<file path="src/hdl/lgs_pkg.sv">
`default_nettype none

package lgs_pkg;

    localparam int SIDE_W     = 6;
    localparam int ROW_W      = 5;
    localparam int COL_W      = 5;
    localparam int COUNT_W    = 4;
    localparam int MIN_SIDE   = 3;
    localparam int SIDE_RESET = 32;
    localparam int QUEUE_DEPTH = 4;

    // one cell to be emitted: masked 3x3 neighborhood, row-major, top-left in bit 0
    typedef struct packed {
        logic [8:0]       win;
        logic [ROW_W-1:0] row;
        logic [COL_W-1:0] col;
        logic             last;
    } t_job;

endpackage

`default_nettype wire

</file>
<file path="src/hdl/life_generation_step.sv">
// Streaming next-generation engine for the Life cellular automaton, rule B3/S23. Cells of
// a square grid of grid_side rows and columns (3 up to GRID_SIZE, values outside clamp) come
// in raster order, one per transaction; the next generation leaves in raster order,
// one row plus one cell behind the input, with neighbor count, position and a flag on
// the frame's final cell. Cells outside the grid are dead. The block takes one cell
// per clock while the output is not stalled: a line buffer RAM with one read and one
// write port per cycle holds the two previous rows. After the last cell of a frame,
// input stalls while the line buffer drains the remaining grid_side + 1 cells. Writing
// grid_side restarts the frame; write it only while the block is idle.
`default_nettype none

module life_generation_step #(
    parameter int GRID_SIZE = 32
) (
    input  wire logic                        i_clk,
    input  wire logic                        i_rst_n,
    input  wire logic                        i_cfg_wr_en,
    input  wire logic [lgs_pkg::SIDE_W-1:0]  i_cfg_wr_data,
    input  wire logic                        i_in_valid,
    output logic                             o_in_ready,
    input  wire logic                        i_cell_alive,
    output logic                             o_out_valid,
    input  wire logic                        i_out_ready,
    output logic                             o_next_alive,
    output logic [lgs_pkg::COUNT_W-1:0]      o_live_neighbors,
    output logic [lgs_pkg::ROW_W-1:0]        o_out_row,
    output logic [lgs_pkg::COL_W-1:0]        o_out_col,
    output logic                             o_frame_last
);
    import lgs_pkg::*;

    logic front_valid;
    logic front_ready;
    t_job front_job;
    logic back_valid;
    logic back_ready;
    t_job back_job;

    lgs_front #(
        .GRID_SIZE (GRID_SIZE)
    ) u_front (
        .i_clk         (i_clk),
        .i_rst_n       (i_rst_n),
        .i_cfg_wr_en   (i_cfg_wr_en),
        .i_cfg_wr_data (i_cfg_wr_data),
        .i_in_valid    (i_in_valid),
        .o_in_ready    (o_in_ready),
        .i_cell_alive  (i_cell_alive),
        .o_job_valid   (front_valid),
        .i_job_ready   (front_ready),
        .o_job         (front_job)
    );

    lgs_queue u_queue (
        .i_clk        (i_clk),
        .i_rst_n      (i_rst_n),
        .i_push_valid (front_valid),
        .o_push_ready (front_ready),
        .i_push_job   (front_job),
        .o_pop_valid  (back_valid),
        .i_pop_ready  (back_ready),
        .o_pop_job    (back_job)
    );

    lgs_back u_back (
        .i_clk            (i_clk),
        .i_rst_n          (i_rst_n),
        .i_job_valid      (back_valid),
        .o_job_ready      (back_ready),
        .i_job            (back_job),
        .o_out_valid      (o_out_valid),
        .i_out_ready      (i_out_ready),
        .o_next_alive     (o_next_alive),
        .o_live_neighbors (o_live_neighbors),
        .o_out_row        (o_out_row),
        .o_out_col        (o_out_col),
        .o_frame_last     (o_frame_last)
    );

endmodule

`default_nettype wire

</file>
<file path="src/hdl/lgs_ram.sv">
`default_nettype none

module lgs_ram #(
    parameter int WIDTH = 2,
    parameter int DEPTH = 32
) (
    input  wire logic                     i_clk,
    input  wire logic                     i_we,
    input  wire logic [$clog2(DEPTH)-1:0] i_waddr,
    input  wire logic [WIDTH-1:0]         i_wdata,
    input  wire logic                     i_re,
    input  wire logic [$clog2(DEPTH)-1:0] i_raddr,
    output logic      [WIDTH-1:0]         o_rdata
);

    logic [WIDTH-1:0] r_mem [DEPTH];
    logic [WIDTH-1:0] r_rdata;

    always_ff @(posedge i_clk) begin
        if (i_we) begin
            r_mem[i_waddr] <= i_wdata;
        end
        if (i_re) begin
            r_rdata <= r_mem[i_raddr];
        end
    end

    assign o_rdata = r_rdata;

endmodule

`default_nettype wire

</file>
<file path="src/hdl/lgs_front.sv">
`default_nettype none

module lgs_front #(
    parameter int GRID_SIZE = 32
) (
    input  wire logic                       i_clk,
    input  wire logic                       i_rst_n,
    input  wire logic                       i_cfg_wr_en,
    input  wire logic [lgs_pkg::SIDE_W-1:0] i_cfg_wr_data,
    input  wire logic                       i_in_valid,
    output logic                            o_in_ready,
    input  wire logic                       i_cell_alive,
    output logic                            o_job_valid,
    input  wire logic                       i_job_ready,
    output lgs_pkg::t_job                   o_job
);
    import lgs_pkg::*;

    localparam int CW = $clog2(GRID_SIZE + 1);
    localparam int AW = $clog2(GRID_SIZE);
    localparam logic [CW-1:0] SIDE_AT_RESET =
        CW'((SIDE_RESET > GRID_SIZE) ? GRID_SIZE : SIDE_RESET);

    typedef struct packed {
        logic          is_input;
        logic          alive_bit;
        logic          emit;
        logic [CW-1:0] col;
        logic [CW-1:0] crow;
        logic [CW-1:0] ccol;
    } t_s1;

    logic [CW-1:0] r_side;
    logic [CW-1:0] r_in_row;
    logic [CW-1:0] r_in_col;
    logic          r_flush;
    logic [CW-1:0] r_flush_col;
    logic          r_s1_valid;
    t_s1           r_s1;
    logic [2:0]    r_col_a;
    logic [2:0]    r_col_b;

    logic [CW-1:0] side_clamped;
    logic          s1_fire;
    logic          s1_take;
    logic          issue_in;
    logic          issue_flush;
    logic [CW-1:0] iss_row;
    logic [CW-1:0] iss_col;
    logic          iss_col_zero;
    t_s1           n_s1;
    logic          in_last;
    logic [1:0]    rd_data;
    logic          top_dead;
    logic          bot_dead;
    logic          left_dead;
    logic          right_dead;
    logic [2:0]    row_mask;
    logic [2:0]    new_col;
    logic [2:0]    col_l;
    logic [2:0]    col_m;
    logic [2:0]    col_r;

    always_comb begin
        if (i_cfg_wr_data < SIDE_W'(MIN_SIDE)) begin
            side_clamped = CW'(MIN_SIDE);
        end else if (i_cfg_wr_data > SIDE_W'(GRID_SIZE)) begin
            side_clamped = CW'(GRID_SIZE);
        end else begin
            side_clamped = CW'(i_cfg_wr_data);
        end
    end

    assign s1_fire     = r_s1_valid && (!r_s1.emit || i_job_ready);
    assign s1_take     = !r_s1_valid || s1_fire;
    assign o_in_ready  = !r_flush && s1_take;
    assign issue_in    = i_in_valid && o_in_ready;
    // after the last cell, virtual cells past the bottom row drain the window
    assign issue_flush = r_flush && s1_take;

    assign iss_row      = r_flush ? r_side : r_in_row;
    assign iss_col      = r_flush ? r_flush_col : r_in_col;
    assign iss_col_zero = (iss_col == '0);
    assign in_last      = (r_in_row == r_side - CW'(1)) && (r_in_col == r_side - CW'(1));

    // a cell at column zero closes the previous row's last cell
    always_comb begin
        n_s1.is_input  = !r_flush;
        n_s1.alive_bit = r_flush ? 1'b0 : i_cell_alive;
        n_s1.emit      = (iss_row >= CW'(2)) || ((iss_row == CW'(1)) && !iss_col_zero);
        n_s1.col       = iss_col;
        n_s1.crow      = iss_col_zero ? iss_row - CW'(2) : iss_row - CW'(1);
        n_s1.ccol      = iss_col_zero ? r_side - CW'(1) : iss_col - CW'(1);
    end

    // each entry keeps a column's two most recent rows: bit 0 newest
    lgs_ram #(
        .WIDTH (2),
        .DEPTH (GRID_SIZE)
    ) u_line_buf (
        .i_clk   (i_clk),
        .i_we    (s1_fire && r_s1.is_input),
        .i_waddr (r_s1.col[AW-1:0]),
        .i_wdata ({rd_data[0], r_s1.alive_bit}),
        .i_re    (issue_in || issue_flush),
        .i_raddr (iss_col[AW-1:0]),
        .o_rdata (rd_data)
    );

    assign top_dead   = (r_s1.crow == '0);
    assign bot_dead   = (r_s1.crow == r_side - CW'(1));
    assign left_dead  = (r_s1.ccol == '0);
    assign right_dead = (r_s1.ccol == r_side - CW'(1));

    // columns are {bottom, middle, top}
    assign new_col  = {r_s1.alive_bit, rd_data[0], rd_data[1]};
    assign row_mask = {~bot_dead, 1'b1, ~top_dead};
    assign col_l    = r_col_a & row_mask & {3{~left_dead}};
    assign col_m    = r_col_b & row_mask;
    assign col_r    = new_col & row_mask & {3{~right_dead}};

    assign o_job_valid = r_s1_valid && r_s1.emit;
    assign o_job.win   = {col_r[2], col_m[2], col_l[2],
                          col_r[1], col_m[1], col_l[1],
                          col_r[0], col_m[0], col_l[0]};
    assign o_job.row   = ROW_W'(r_s1.crow);
    assign o_job.col   = COL_W'(r_s1.ccol);
    assign o_job.last  = bot_dead && right_dead;

    always_ff @(posedge i_clk) begin
        if (!i_rst_n) begin
            r_side      <= SIDE_AT_RESET;
            r_in_row    <= '0;
            r_in_col    <= '0;
            r_flush     <= 1'b0;
            r_flush_col <= '0;
            r_s1_valid  <= 1'b0;
        end else begin
            if (i_cfg_wr_en) begin
                r_side      <= side_clamped;
                r_in_row    <= '0;
                r_in_col    <= '0;
                r_flush     <= 1'b0;
                r_flush_col <= '0;
            end else if (issue_in) begin
                if (in_last) begin
                    r_in_row    <= '0;
                    r_in_col    <= '0;
                    r_flush     <= 1'b1;
                    r_flush_col <= '0;
                end else if (r_in_col == r_side - CW'(1)) begin
                    r_in_col <= '0;
                    r_in_row <= r_in_row + CW'(1);
                end else begin
                    r_in_col <= r_in_col + CW'(1);
                end
            end else if (issue_flush) begin
                if (r_flush_col == r_side) begin
                    r_flush <= 1'b0;
                end else begin
                    r_flush_col <= r_flush_col + CW'(1);
                end
            end

            if (issue_in || issue_flush) begin
                r_s1_valid <= 1'b1;
            end else if (s1_fire) begin
                r_s1_valid <= 1'b0;
            end
        end
    end

    always_ff @(posedge i_clk) begin
        if (issue_in || issue_flush) begin
            r_s1 <= n_s1;
        end
        if (s1_fire) begin
            r_col_a <= r_col_b;
            r_col_b <= new_col;
        end
    end

endmodule

`default_nettype wire

</file>
<file path="src/hdl/lgs_queue.sv">
`default_nettype none

module lgs_queue (
    input  wire logic          i_clk,
    input  wire logic          i_rst_n,
    input  wire logic          i_push_valid,
    output logic               o_push_ready,
    input  wire lgs_pkg::t_job i_push_job,
    output logic               o_pop_valid,
    input  wire logic          i_pop_ready,
    output lgs_pkg::t_job      o_pop_job
);
    import lgs_pkg::*;

    localparam int PW = $clog2(QUEUE_DEPTH);

    t_job          r_slots [QUEUE_DEPTH];
    logic [PW-1:0] r_wr_ptr;
    logic [PW-1:0] r_rd_ptr;
    logic [PW:0]   r_count;
    logic          push;
    logic          pop;

    assign o_push_ready = (r_count != (PW+1)'(QUEUE_DEPTH));
    assign o_pop_valid  = (r_count != '0);
    assign o_pop_job    = r_slots[r_rd_ptr];
    assign push         = i_push_valid && o_push_ready;
    assign pop          = o_pop_valid && i_pop_ready;

    always_ff @(posedge i_clk) begin
        if (!i_rst_n) begin
            r_wr_ptr <= '0;
            r_rd_ptr <= '0;
            r_count  <= '0;
        end else begin
            if (push) begin
                r_wr_ptr <= r_wr_ptr + PW'(1);
            end
            if (pop) begin
                r_rd_ptr <= r_rd_ptr + PW'(1);
            end
            if (push && !pop) begin
                r_count <= r_count + (PW+1)'(1);
            end else if (pop && !push) begin
                r_count <= r_count - (PW+1)'(1);
            end
        end
    end

    always_ff @(posedge i_clk) begin
        if (push) begin
            r_slots[r_wr_ptr] <= i_push_job;
        end
    end

endmodule

`default_nettype wire

</file>
<file path="src/hdl/lgs_back.sv">
`default_nettype none

module lgs_back (
    input  wire logic                        i_clk,
    input  wire logic                        i_rst_n,
    input  wire logic                        i_job_valid,
    output logic                             o_job_ready,
    input  wire lgs_pkg::t_job               i_job,
    output logic                             o_out_valid,
    input  wire logic                        i_out_ready,
    output logic                             o_next_alive,
    output logic [lgs_pkg::COUNT_W-1:0]      o_live_neighbors,
    output logic [lgs_pkg::ROW_W-1:0]        o_out_row,
    output logic [lgs_pkg::COL_W-1:0]        o_out_col,
    output logic                             o_frame_last
);
    import lgs_pkg::*;

    logic               r_out_valid;
    logic               r_next_alive;
    logic [COUNT_W-1:0] r_live_neighbors;
    logic [ROW_W-1:0]   r_out_row;
    logic [COL_W-1:0]   r_out_col;
    logic               r_frame_last;

    logic               pop;
    logic [COUNT_W-1:0] count;
    logic               self_alive;

    always_comb begin
        count = '0;
        for (int i = 0; i < 9; i++) begin
            if (i != 4) begin
                count = count + COUNT_W'(i_job.win[i]);
            end
        end
    end

    assign self_alive  = i_job.win[4];
    assign o_job_ready = !r_out_valid || i_out_ready;
    assign pop         = i_job_valid && o_job_ready;

    always_ff @(posedge i_clk) begin
        if (!i_rst_n) begin
            r_out_valid <= 1'b0;
        end else if (pop) begin
            r_out_valid <= 1'b1;
        end else if (i_out_ready) begin
            r_out_valid <= 1'b0;
        end
    end

    // b3/s23
    always_ff @(posedge i_clk) begin
        if (pop) begin
            r_next_alive     <= (count == COUNT_W'(3)) || (self_alive && (count == COUNT_W'(2)));
            r_live_neighbors <= count;
            r_out_row        <= i_job.row;
            r_out_col        <= i_job.col;
            r_frame_last     <= i_job.last;
        end
    end

    assign o_out_valid      = r_out_valid;
    assign o_next_alive     = r_next_alive;
    assign o_live_neighbors = r_live_neighbors;
    assign o_out_row        = r_out_row;
    assign o_out_col        = r_out_col;
    assign o_frame_last     = r_frame_last;

endmodule

`default_nettype wire
</file>
<file path="config.mk">
export PLATFORM = sky130hd
export DESIGN_NAME = life_generation_step
export DESIGN_NICKNAME = d
export VERILOG_FILES = /design/src/hdl/lgs_pkg.sv /design/src/hdl/life_generation_step.sv /design/src/hdl/lgs_ram.sv /design/src/hdl/lgs_front.sv /design/src/hdl/lgs_queue.sv /design/src/hdl/lgs_back.sv
export SDC_FILE = /design/constraint.sdc
export NUM_CORES = 1
export LEC_CHECK = 0
export BUFFER_PORTS_ARGS = -buffer_cell sky130_fd_sc_hd__buf_2
export CAP_MARGIN = 40
export CORE_UTILIZATION = 62
export CTS_BUF_LIST = sky130_fd_sc_hd__clkbuf_16
export CTS_CLUSTER_DIAMETER = 40
export DETAILED_ROUTE_END_ITERATION = 6
export PLACE_DENSITY_LB_ADDON = 0.3
export RECOVER_POWER = 50
export SLEW_MARGIN = 25
export SYNTH_ARGS = -nofsm -noshare
export SYNTH_HDL_FRONTEND = slang
export SYNTH_SLANG_ARGS = --single-unit
</file>
<file path="constraint.sdc">
create_clock -name i_clk -period 5.8 [get_ports i_clk]
set_input_delay 1.16 -clock i_clk [delete_from_list [all_inputs] [get_ports i_clk]]
set_output_delay 1.16 -clock i_clk [all_outputs]
set_load 0.005 [all_outputs]
</file>
==> flow_summary.ini, run 1 <==
[synthesis]
avgSynthCellArea_um2 = 13.7
synthCells = 733
synth_area_leaders = edfxtp_1 56%, dfxtp_1 7.2%, mux4_2 5.4%, mux2i_1 2.7%, xnor2_1 2.5%
ys_warn_count = 0
seq_area_frac_synth_pct = 63.3
synth.distinct_cells = 59
ys_seq_elements = 224
syn_area_mm2 = 0.0101
synth_top_area_share_pct = 56.1
synth_common_cells = 188 x edfxtp_1, 63 x nor2_1, 52 x nand2_1
synth.largest_area_cell = edfxtp_1
synth_ff_type = edfxtp_1
synth_edf_count = 188
post-synth-top-count-cell = edfxtp_1
syn_nets = 768
async_flop_share_pct = 0

[clock_tree]
tritoncts = done
cts_sinks = 224
postCtsHoldBufs = 0
clk_transition_reported_paths_ns = 0.06
htreeDepth = 1
postCtsSetupBuffers = 0
cts_inserted_buffers = 28
ctsRootBufferMaster = clkbuf_16
cts_buffer_depth = 3
post_cts_resized = 0
clk-insertion-delay-late_ns = 0.53

[floorplanning]
die_h_um = 129
die-area_mm2 = 0.0167
core_area_mm2 = 0.0159
io-pin-count = 30
die_x_um = 129
rows = 46
initial_core_util_pct = 63.3

[worst_setup_path]
cp_data_required_time_ns = 6.13
reg2reg_slack_ns = 1.39
worstSetupPathType = reg -> reg
rr_worst_depth = 10
cp_max_fo = 11
end_kind = flop
r2r-end = u_back.o_next_alive
start_kind = flop
arrival_ns = 4.75

[sta]
fin_crit_ns = 4.41
fin_setup_tns_ns = 0
rsz0062_at_grt = no
fmax_ghz = 0.227
setup_ws_ns = 1.39
hold_viol = 0
relSlewSlack_pct = -26.8
maxSlewViolCount = 35
clock_skew_ns = 0.0145
setup_viol = 0
period_share_pct = 76.1
tightest_slew_ns = 1.90

[layout]
n_antenna_cell = 0
layout-drive-gt1-share_pct = 13.6
fill_cells = 1044
syn_to_final_growth_pct = 12.8
nets = 806

[placement]
place_ws_ns = 1.35
dp_hpwl_mm = 13.1
portBuffers = 29
gp_congestion = 0.865

[grt]
overflow = 0
grt_pass1_wl_mm = 32.8
grt_max_degree = 35
grt_use_total_pct = 25.8
grt_pass1_vias = 6251
antenna_found_initial = 0

[worst_hold_path]
min_from = u_front.u_line_buf.o_rdata[1]
hold_depth = 0
min_path_type = reg -> reg
holdPathEnd = u_front.r_col_b[0]

[routing]
vias = 6177
drcViolationCount = 0
totalWireLength_mm = 20.3
ant_nets = 0
avgViaCountPerCell = 6.13
drtIter0Drc = 615
post_drt_wl_per_cell_um = 20.1
drt_pass1_iterations = 7

[outcome]
status = finished with violations
violations = capacitance limit, slew limit

[power_and_ir_drop]
peakVddDrop_mv = 0.279
leakagePower_uw = 0.00395
power_density_mw_per_mm2 = 390

[run]
drv_cap = 1
## where the power goes
| part | switching [uW] | internal, uW |
|---|---|---|
| Clock | 667 | 1090 |
| Sequential | 68.0 | 1910 |
| Combinational | 376 | 315 |
## layout make-up
class,count,area (um^2),area share [%]
Tap cell,216,270,2.38
Clock buffer,29,726,6.39
Multi-Input combinational cell,441,3390,29.9
Sequential cell,224,6370,56.1
Inverter,32,120,1.06
Clock inverter,22,243,2.14
Timing Repair Buffer,44,236,2.08
## metal layers
metal / GRT usage (%) / wire, um
met5: 0 / 0
met3: 3.96 / 1310
met2: 45.2 / 10400
met4: 8.24 / 521
met1: 33.1 / 8120
## worst max path at each step
stage	start	endpoint	slack, ns	cells past startpoint
after floorplan	flop	u_back.o_next_alive	1.45	12
after global placement	flop	u_back.o_next_alive	1.46	10
after detailed placement	flop	u_back.o_next_alive	1.35	10
after CTS	flop	u_back.o_next_alive	1.30	10
after global routing	flop	u_back.o_next_alive	1.10	10
final	flop	u_back.o_next_alive	1.39	10
## per-stage QoR
step           power (uW)  cell area (um^2)  cells  hold slack (ns)  util (%)
2_1_floorplan        2490             10100    733            0.417         -
3_3_place_gp         2660             10300    948            0.431      65.1
3_5_place_dp         2720             10500    956            0.430      65.9
4_1_cts              4480             11400   1007            0.443      72.0
5_1_grt              4620             11300   1008            0.456      71.4
6_report             4430             11300   1008            0.444      71.4
## critical path, stage by stage (launching register included)
cell and delay [ns]:
dfxtp_1 0.78, mux4_2 0.59, ha_1 0.34, fa_1 0.56, inv_1 0.06, fa_1 0.52, inv_1 0.05, fa_1 0.46
fa_1 0.40, xor2_1 0.16, nor4b_1 0.28
## placed cells by master, fill, tap and decap left out, types with 3 or more instances in the layout
| cell | instances |
|---|---|
| nand4_1 | 9 |
| and3_1 | 10 |
| inv_6 | 4 |
| mux4_2 | 24 |
| xor2_1 | 23 |
| clkinv_1 | 6 |
| nor2_1 | 63 |
| buf_6 | 3 |
| nor3b_1 | 3 |
| o21ai_0 | 15 |
| bufinv_16 | 4 |
| a221oi_1 | 3 |
| o211ai_1 | 6 |
| mux2i_1 | 28 |
| xnor2_1 | 29 |
| clkbuf_1 | 12 |
| a211oi_1 | 10 |
| ha_1 | 18 |
| or3_1 | 7 |
| inv_1 | 33 |
| nor3_1 | 6 |
| nand3_1 | 7 |
| clkbuf_16 | 29 |
| edfxtp_1 | 188 |
| and2_1 | 7 |
| fa_1 | 5 |
| a21oi_1 | 33 |
| a21boi_0 | 5 |
| and2_0 | 11 |
| nor4_1 | 7 |
| nand2b_1 | 6 |
| buf_2 | 27 |
| nand2_1 | 52 |
| nor2b_1 | 13 |
| clkinvlp_4 | 3 |
| or4_1 | 3 |
| o22ai_1 | 8 |
| dfxtp_1 | 36 |
## registers in the layout, summed over array words and instances (netlist names), 3 cells and up, named ones only
signal / flops
u_back.o_out_col: 5
u_front.r_s1: 9
u_front.r_col_a: 3
u_back.o_out_row: 5
u_front.r_in_col: 6
u_front.r_flush_col: 6
u_queue.r_count: 3
u_front.o_job: 10
u_front.r_side: 6
u_front.r_in_row: 6
u_front.u_line_buf.r_mem: 64
u_queue.r_slots: 80
u_back.o_live_neighbors: 4
u_front.r_col_b: 3
## logic make-up after synthesis
kind of cell             Yosys count  synth area share (%)
multiplexers                      55                  8.67
AO/OA/AOI/OAI                     98                  6.21
buffers and inverters             68                  3.01
adder cells (fa/ha/maj)           23                  3.23
XOR/XNOR                          55                  5.25
flip-flops                       224                  63.3
AND/OR/NAND/NOR                  210                  10.3
(Power assumes the default switching activity.)
==> run 2: changes to the inputs <==
--- a/config.mk
+++ b/config.mk
@@ -7,7 +7,7 @@
 export LEC_CHECK = 0
 export BUFFER_PORTS_ARGS = -buffer_cell sky130_fd_sc_hd__buf_2
 export CAP_MARGIN = 40
-export CORE_UTILIZATION = 62
+export CORE_UTILIZATION = 56
 export CTS_BUF_LIST = sky130_fd_sc_hd__clkbuf_16
 export CTS_CLUSTER_DIAMETER = 40
 export DETAILED_ROUTE_END_ITERATION = 6
==> constraint.sdc (replaced) <==
create_clock -name i_clk -period 3.9 [get_ports i_clk]
set_input_delay 0.78 -clock i_clk [delete_from_list [all_inputs] [get_ports i_clk]]
set_output_delay 0.78 -clock i_clk [all_outputs]
set_load 0.005 [all_outputs]
==> run 2 against run 1 <==
  * The run now ends clean
  * Sequential share of layout area is 0.097 points lower
  * Register-to-register slack worse by 1.2 ns
  * Clock power is 39% higher
  * Clock-buffer cell count stayed put
  * Combinational power is 53% higher
  * Critical path depth stayed put
  * Critical path type unchanged
  * Critical endpoint unchanged
  * Largest cell class unchanged
==> flow_summary.ini, run 2 (synthesis gave the netlist of run 1 again) <==
[outcome]
status = completed

[run]
drv_cap = 0

[routing]
ant_nets = 0
post_drt_wl_per_cell_um = 19.2
totalWireLength_mm = 19.7
avgViaCountPerCell = 5.90
drtIter0Drc = 517
vias = 6047
drcViolationCount = 0
drt_pass1_iterations = 5

[clock_tree]
cts_inserted_buffers = 29
ctsRootBufferMaster = clkbuf_16
cts_buffer_depth = 3
post_cts_resized = 0
postCtsSetupBuffers = 0
tritoncts = done
clk-insertion-delay-late_ns = 0.53
htreeDepth = 1
postCtsHoldBufs = 0
cts_sinks = 224
clk_transition_reported_paths_ns = 0.06

[layout]
final_cell_mix = 188 x edfxtp_1, 63 x nor2_1, 52 x nand2_1
stdcell_area_mm2 = 0.0114
top_register = u_queue.r_slots
layout.cells.non_filler = 1025
final_common_cell = edfxtp_1
layout-drive-gt1-share_pct = 14.4
nets = 813
largest_reg_flops = 80
syn_to_final_growth_pct = 13.1
n_antenna_cell = 0

[worst_hold_path]
holdPathEnd = u_front.r_col_b[0]
min_path_type = reg -> reg
min_from = u_front.u_line_buf.o_rdata[1]
hold_depth = 0

[power_and_ir_drop]
power_density_mw_per_mm2 = 567
leakagePower_uw = 0.00394
peakVddDrop_mv = 0.465

[worst_setup_path]
cp_data_required_time_ns = 4.23
r2r-end = u_back.o_next_alive
cp_top_family = adder cells
arrival_ns = 4.06
crit_path_top_delay_cell = mux4_2
crit_cells = 10
worstSetupPathType = reg -> reg
crit_buf_inv = 2
slowest_delay_ns = 0.54
start_kind = flop
cp_max_fo = 5
reg2reg_slack_ns = 0.17
end_kind = flop
path_cells = mux4_2, ha_4, fa_1, inv_1, fa_1, inv_1, fa_2, fa_2, xor2_1, nor4b_2
rr_worst_depth = 10

[sta]
setup_ws_ns = 0.173
hold_viol = 0
clock_skew_ns = 0.0182
tightest_slew_ns = 1.16
rsz0062_at_grt = no
fin_crit_ns = 3.73
setup_viol = 0
relSlewSlack_pct = 22.8
fin_setup_tns_ns = 0
maxSlewViolCount = 0
fmax_ghz = 0.268
period_share_pct = 95.6

[grt]
grt_pass1_wl_mm = 31.7
overflow = 0
antenna_found_initial = 0
grt_max_degree = 24
grt_pass1_vias = 6137
grt_use_total_pct = 22.3

[placement]
placed_cells = 971
dp_hpwl_mm = 13.5
portBuffers = 29
postPlaceCellArea_mm2 = 0.0105
gp_congestion = 0.869
place_ws_ns = 0.0674

[floorplanning]
die_h_um = 136
io-pin-count = 30
die_x_um = 136
core_area_mm2 = 0.0174
initial_core_util_pct = 57.8
die-area_mm2 = 0.0185
rows = 48
==> run 2: cell type report <==
type / count / area (um^2)
clock inverter: 24 / 188
inverter: 32 / 120
multi-input combinational: 441 / 3420
timing repair buffer: 50 / 270
tap: 225 / 282
clock buffer: 29 / 726
fill: 1291 / 6040
sequential: 224 / 6370
==> run 2: worst max path at each step <==
stage / endpoint / slack (ns)
5_1_grt: u_back.o_next_alive / 0.04
3_3_place_gp: u_back.o_next_alive / 0.18
3_5_place_dp: u_back.o_next_alive / 0.07
4_1_cts: u_back.o_next_alive / 0.05
2_1_floorplan: u_back.o_next_alive / 0.03
6_report: u_back.o_next_alive / 0.17
==> run 2: worst register-to-register path, stage by stage, from the launching register on <==
cell     delay (ns)
dfxtp_4        0.39
mux4_2         0.54
ha_4           0.26
fa_1           0.52
inv_1          0.05
fa_1           0.53
inv_1          0.06
fa_2           0.40
fa_2           0.34
xor2_1         0.17
nor4b_2        0.27
==> run 2: report_power, final <==
group	internal (uW)	switching (uW)
clock	1440	1010
combinational	490	573
sequential	2840	93.8
total	4770	1680
==> run 2: metal layers <==
metal  vias up  routed length [um]  global-route usage [%]
met2       243                9580                    37.8
met4         0                 456                    6.73
met5         -                   0                       0
li1       2815                   -                       -
met1      2942                8230                    29.8
met3        47                1440                    3.47
==> run 2: through the flow <==
stage / hold slack (ns) / total power [uW] / util, %
after floorplan: 0.417 / 3750 / -
after global placement: 0.426 / 4000 / 59.9
after detailed placement: 0.438 / 4060 / 60.3
after CTS: 0.445 / 6510 / 65.6
after global routing: 0.451 / 6740 / 65.3
final: 0.446 / 6450 / 65.3
==> run 3: changes to the inputs <==
--- a/config.mk
+++ b/config.mk
@@ -11,9 +11,11 @@
 export CTS_BUF_LIST = sky130_fd_sc_hd__clkbuf_16
 export CTS_CLUSTER_DIAMETER = 40
 export DETAILED_ROUTE_END_ITERATION = 6
+export GPL_TIMING_DRIVEN = 0
 export PLACE_DENSITY_LB_ADDON = 0.3
 export RECOVER_POWER = 50
 export SLEW_MARGIN = 25
 export SYNTH_ARGS = -nofsm -noshare
 export SYNTH_HDL_FRONTEND = slang
+export SYNTH_HIERARCHICAL = 1
 export SYNTH_SLANG_ARGS = --single-unit
==> run 3 against run 2 <==
  * Design area grew 2.5%
  * First-iteration DRC count is 24% lower
  * Non-clock buffer count is 32 higher
  * Largest cell class unchanged
  * Largest power group unchanged
  * Highest routed layer unchanged
==> flow_summary.ini, run 3 <==
[synthesis]
ys_seq_elements = 224
avgSynthCellArea_um2 = 13.9
synthCells = 739
synth_simple_gate_area_share_pct = 10.7
synth_area_leaders = edfxtp_1 55%, dfxtp_1 7.0%, mux2i_1 4.6%, mux4_2 3.9%, xnor2_1 3.1%
yosys.area_share.adder_pct = 3.16
synth.distinct_cells = 68
synth_common_cells = 188 x edfxtp_1, 68 x nor2_1, 47 x mux2i_1
synth.largest_area_cell = edfxtp_1
synthXorXnorAreaFrac_pct = 4.93
syn_nets = 774
synth_ff_type = edfxtp_1
muxShareOfSynthArea_pct = 9.24
ys_warn_count = 6
synth_compound_area_share_pct = 6.05
seq_area_frac_synth_pct = 61.8
async_flop_share_pct = 0
synth_top_family_by_area = simple AND/OR/NAND/NOR gates
syn_area_mm2 = 0.0103
synth_top_area_share_pct = 54.8
synth_edf_count = 188
post-synth-top-count-cell = edfxtp_1

[routing]
ant_nets = 0
avgViaCountPerCell = 5.80
post_drt_wl_per_cell_um = 19.2
drtIter0Drc = 395
vias = 6132
drcViolationCount = 0
totalWireLength_mm = 20.3
drt_pass1_iterations = 5

[floorplanning]
core_area_mm2 = 0.0180
die_h_um = 138
initial_core_util_pct = 57.3
die-area_mm2 = 0.0189
rows = 49
die_x_um = 138
io-pin-count = 30

[clock_tree]
cts_sinks = 224
postCtsSetupBuffers = 0
post_cts_resized = 0
tritoncts = done
clk-insertion-delay-late_ns = 0.52
htreeDepth = 1
ctsRootBufferMaster = clkbuf_16
postCtsHoldBufs = 0
clk_transition_reported_paths_ns = 0.06
cts_inserted_buffers = 28
cts_buffer_depth = 3

[placement]
gp_congestion = 0.868
portBuffers = 29
dp_hpwl_mm = 13.5
place_ws_ns = 0.277

[worst_hold_path]
min_path_type = reg -> reg

[power_and_ir_drop]
peakVddDrop_mv = 0.469
leakagePower_uw = 0.00400
power_density_mw_per_mm2 = 576

[worst_setup_path]
arrival_ns = 3.94
cp_max_fo = 10
crit_path_top_delay_cell = mux4_1
worstSetupPathType = reg -> reg
cpMostUsedCell = fa_1
cp_data_required_time_ns = 4.22
slowest_delay_ns = 0.56
start_kind = flop
end_kind = flop
path_cells = buf_6, mux4_1, inv_1, fa_1, fa_1, inv_1, fa_1, inv_1, fa_1, a2111oi_2

[grt]
grt_use_total_pct = 22.0
grt_pass1_wl_mm = 31.7
grt_pass1_vias = 6277
overflow = 0
antenna_found_initial = 0
grt_max_degree = 24

[sta]
fmax_ghz = 0.276
tightest_slew_ns = 0.931
rsz0062_at_grt = no
fin_crit_ns = 3.62
maxSlewViolCount = 0
fin_setup_tns_ns = 0
period_share_pct = 92.8
setup_viol = 0
setup_ws_ns = 0.279
relSlewSlack_pct = 37.4
clock_skew_ns = 0.00508
hold_viol = 0

[layout]
n_antenna_cell = 0
nets = 841
top_register = u_queue/r_slots
final_common_cell = edfxtp_1
syn_to_final_growth_pct = 13.3
fin_util_pct = 64.9
regArea_mm2 = 0.00637
largest_reg_flops = 80
layout-drive-gt1-share_pct = 14.4
final_cell_mix = 188 x edfxtp_1, 68 x nor2_1, 47 x mux2i_1
multiInputGateArea_mm2 = 0.00348
fill_cells = 1278

[outcome]
status = completed

[run]
drv_cap = 0
-- run 3: cell types whose count changed after synthesis, sizes merged, moves of 8 or more --
cell / previous run / this run
a211oi: 10 / 0
a21oi: 34 / 13
a22oi: 2 / 15
buf: 22 / 34
mux2i: 30 / 47
nand2: 52 / 40
nand3: 7 / 15
xnor2: 30 / 38
xor2: 23 / 14
-- run 3: report_power, final --
part           switching, uW  internal [uW]  total (uW)
Sequential              84.7           2840        2920
Clock                    996           1630        2630
Combinational            651            514        1160
Total                   1730           4980        6710
-- run 3: per-stage QoR --
stage / power (uW) / instances / hold slack, ns / instance area [um^2]
2_1_floorplan: 3850 / 739 / 0.417 / 10300
3_3_place_gp: 4110 / 997 / 0.426 / 10700
3_5_place_dp: 4190 / 1004 / 0.435 / 10800
4_1_cts: 6830 / 1056 / 0.448 / 11800
5_1_grt: 7020 / 1057 / 0.456 / 11700
6_report: 6710 / 1057 / 0.448 / 11700
-- run 3: worst paths after layout --
check	endpoint	slack [ns]	cells past startpoint	start
setup / recovery	u_back/o_next_alive	0.28	10	flop
hold / removal	u_front/r_col_b[0]	0.45	0	u_front/u_line_buf/o_rdata[1]
setup reg to reg	u_back/o_next_alive	0.28	10	flop
hold reg to reg	u_front/r_col_b[0]	0.45	0	u_front/u_line_buf/o_rdata[1]
-- run 3: area by class of cell --
type	instances	area share, %
Inverter	29	0.933
Buffer	45	2.19
Sequential cell	224	54.6
Timing Repair Buffer	37	1.61
Clock buffer	29	6.22
Tap cell	229	2.46
Clock inverter	23	2.12
Multi-Input combinational cell	441	29.9
-- run 3: logic make-up (layout without fill, tap and decap cells) --
logic type | after synthesis | after routing
adders and majority gates | 23 | 23
buffers and inverters | 74 | 163
xor gates and xnor gates | 54 | 54
muxes | 69 | 69
and+or+nand+nor | 209 | 209
AOI/OAI and AO/OA | 86 | 86
DFF | 224 | 224
-- run 3: critical path, delay by kind of cell (launching register included) --
| kind | cells | cell delay (ns) |
|---|---|---|
| buf+inv | 4 | 0.42 |
| fa+ha+maj | 4 | 1.76 |
| compound gates | 1 | 0.31 |
| mux | 1 | 0.56 |
| flops | 1 | 0.37 |
-- run 3: metal layers --
layer	wire length [um]	up-vias	global-route usage, %
li1	-	2848	-
met1	8290	3018	27.7
met2	10400	216	38.5
met3	1210	50	3.38
met4	470	0	7.69
met5	0	-	0
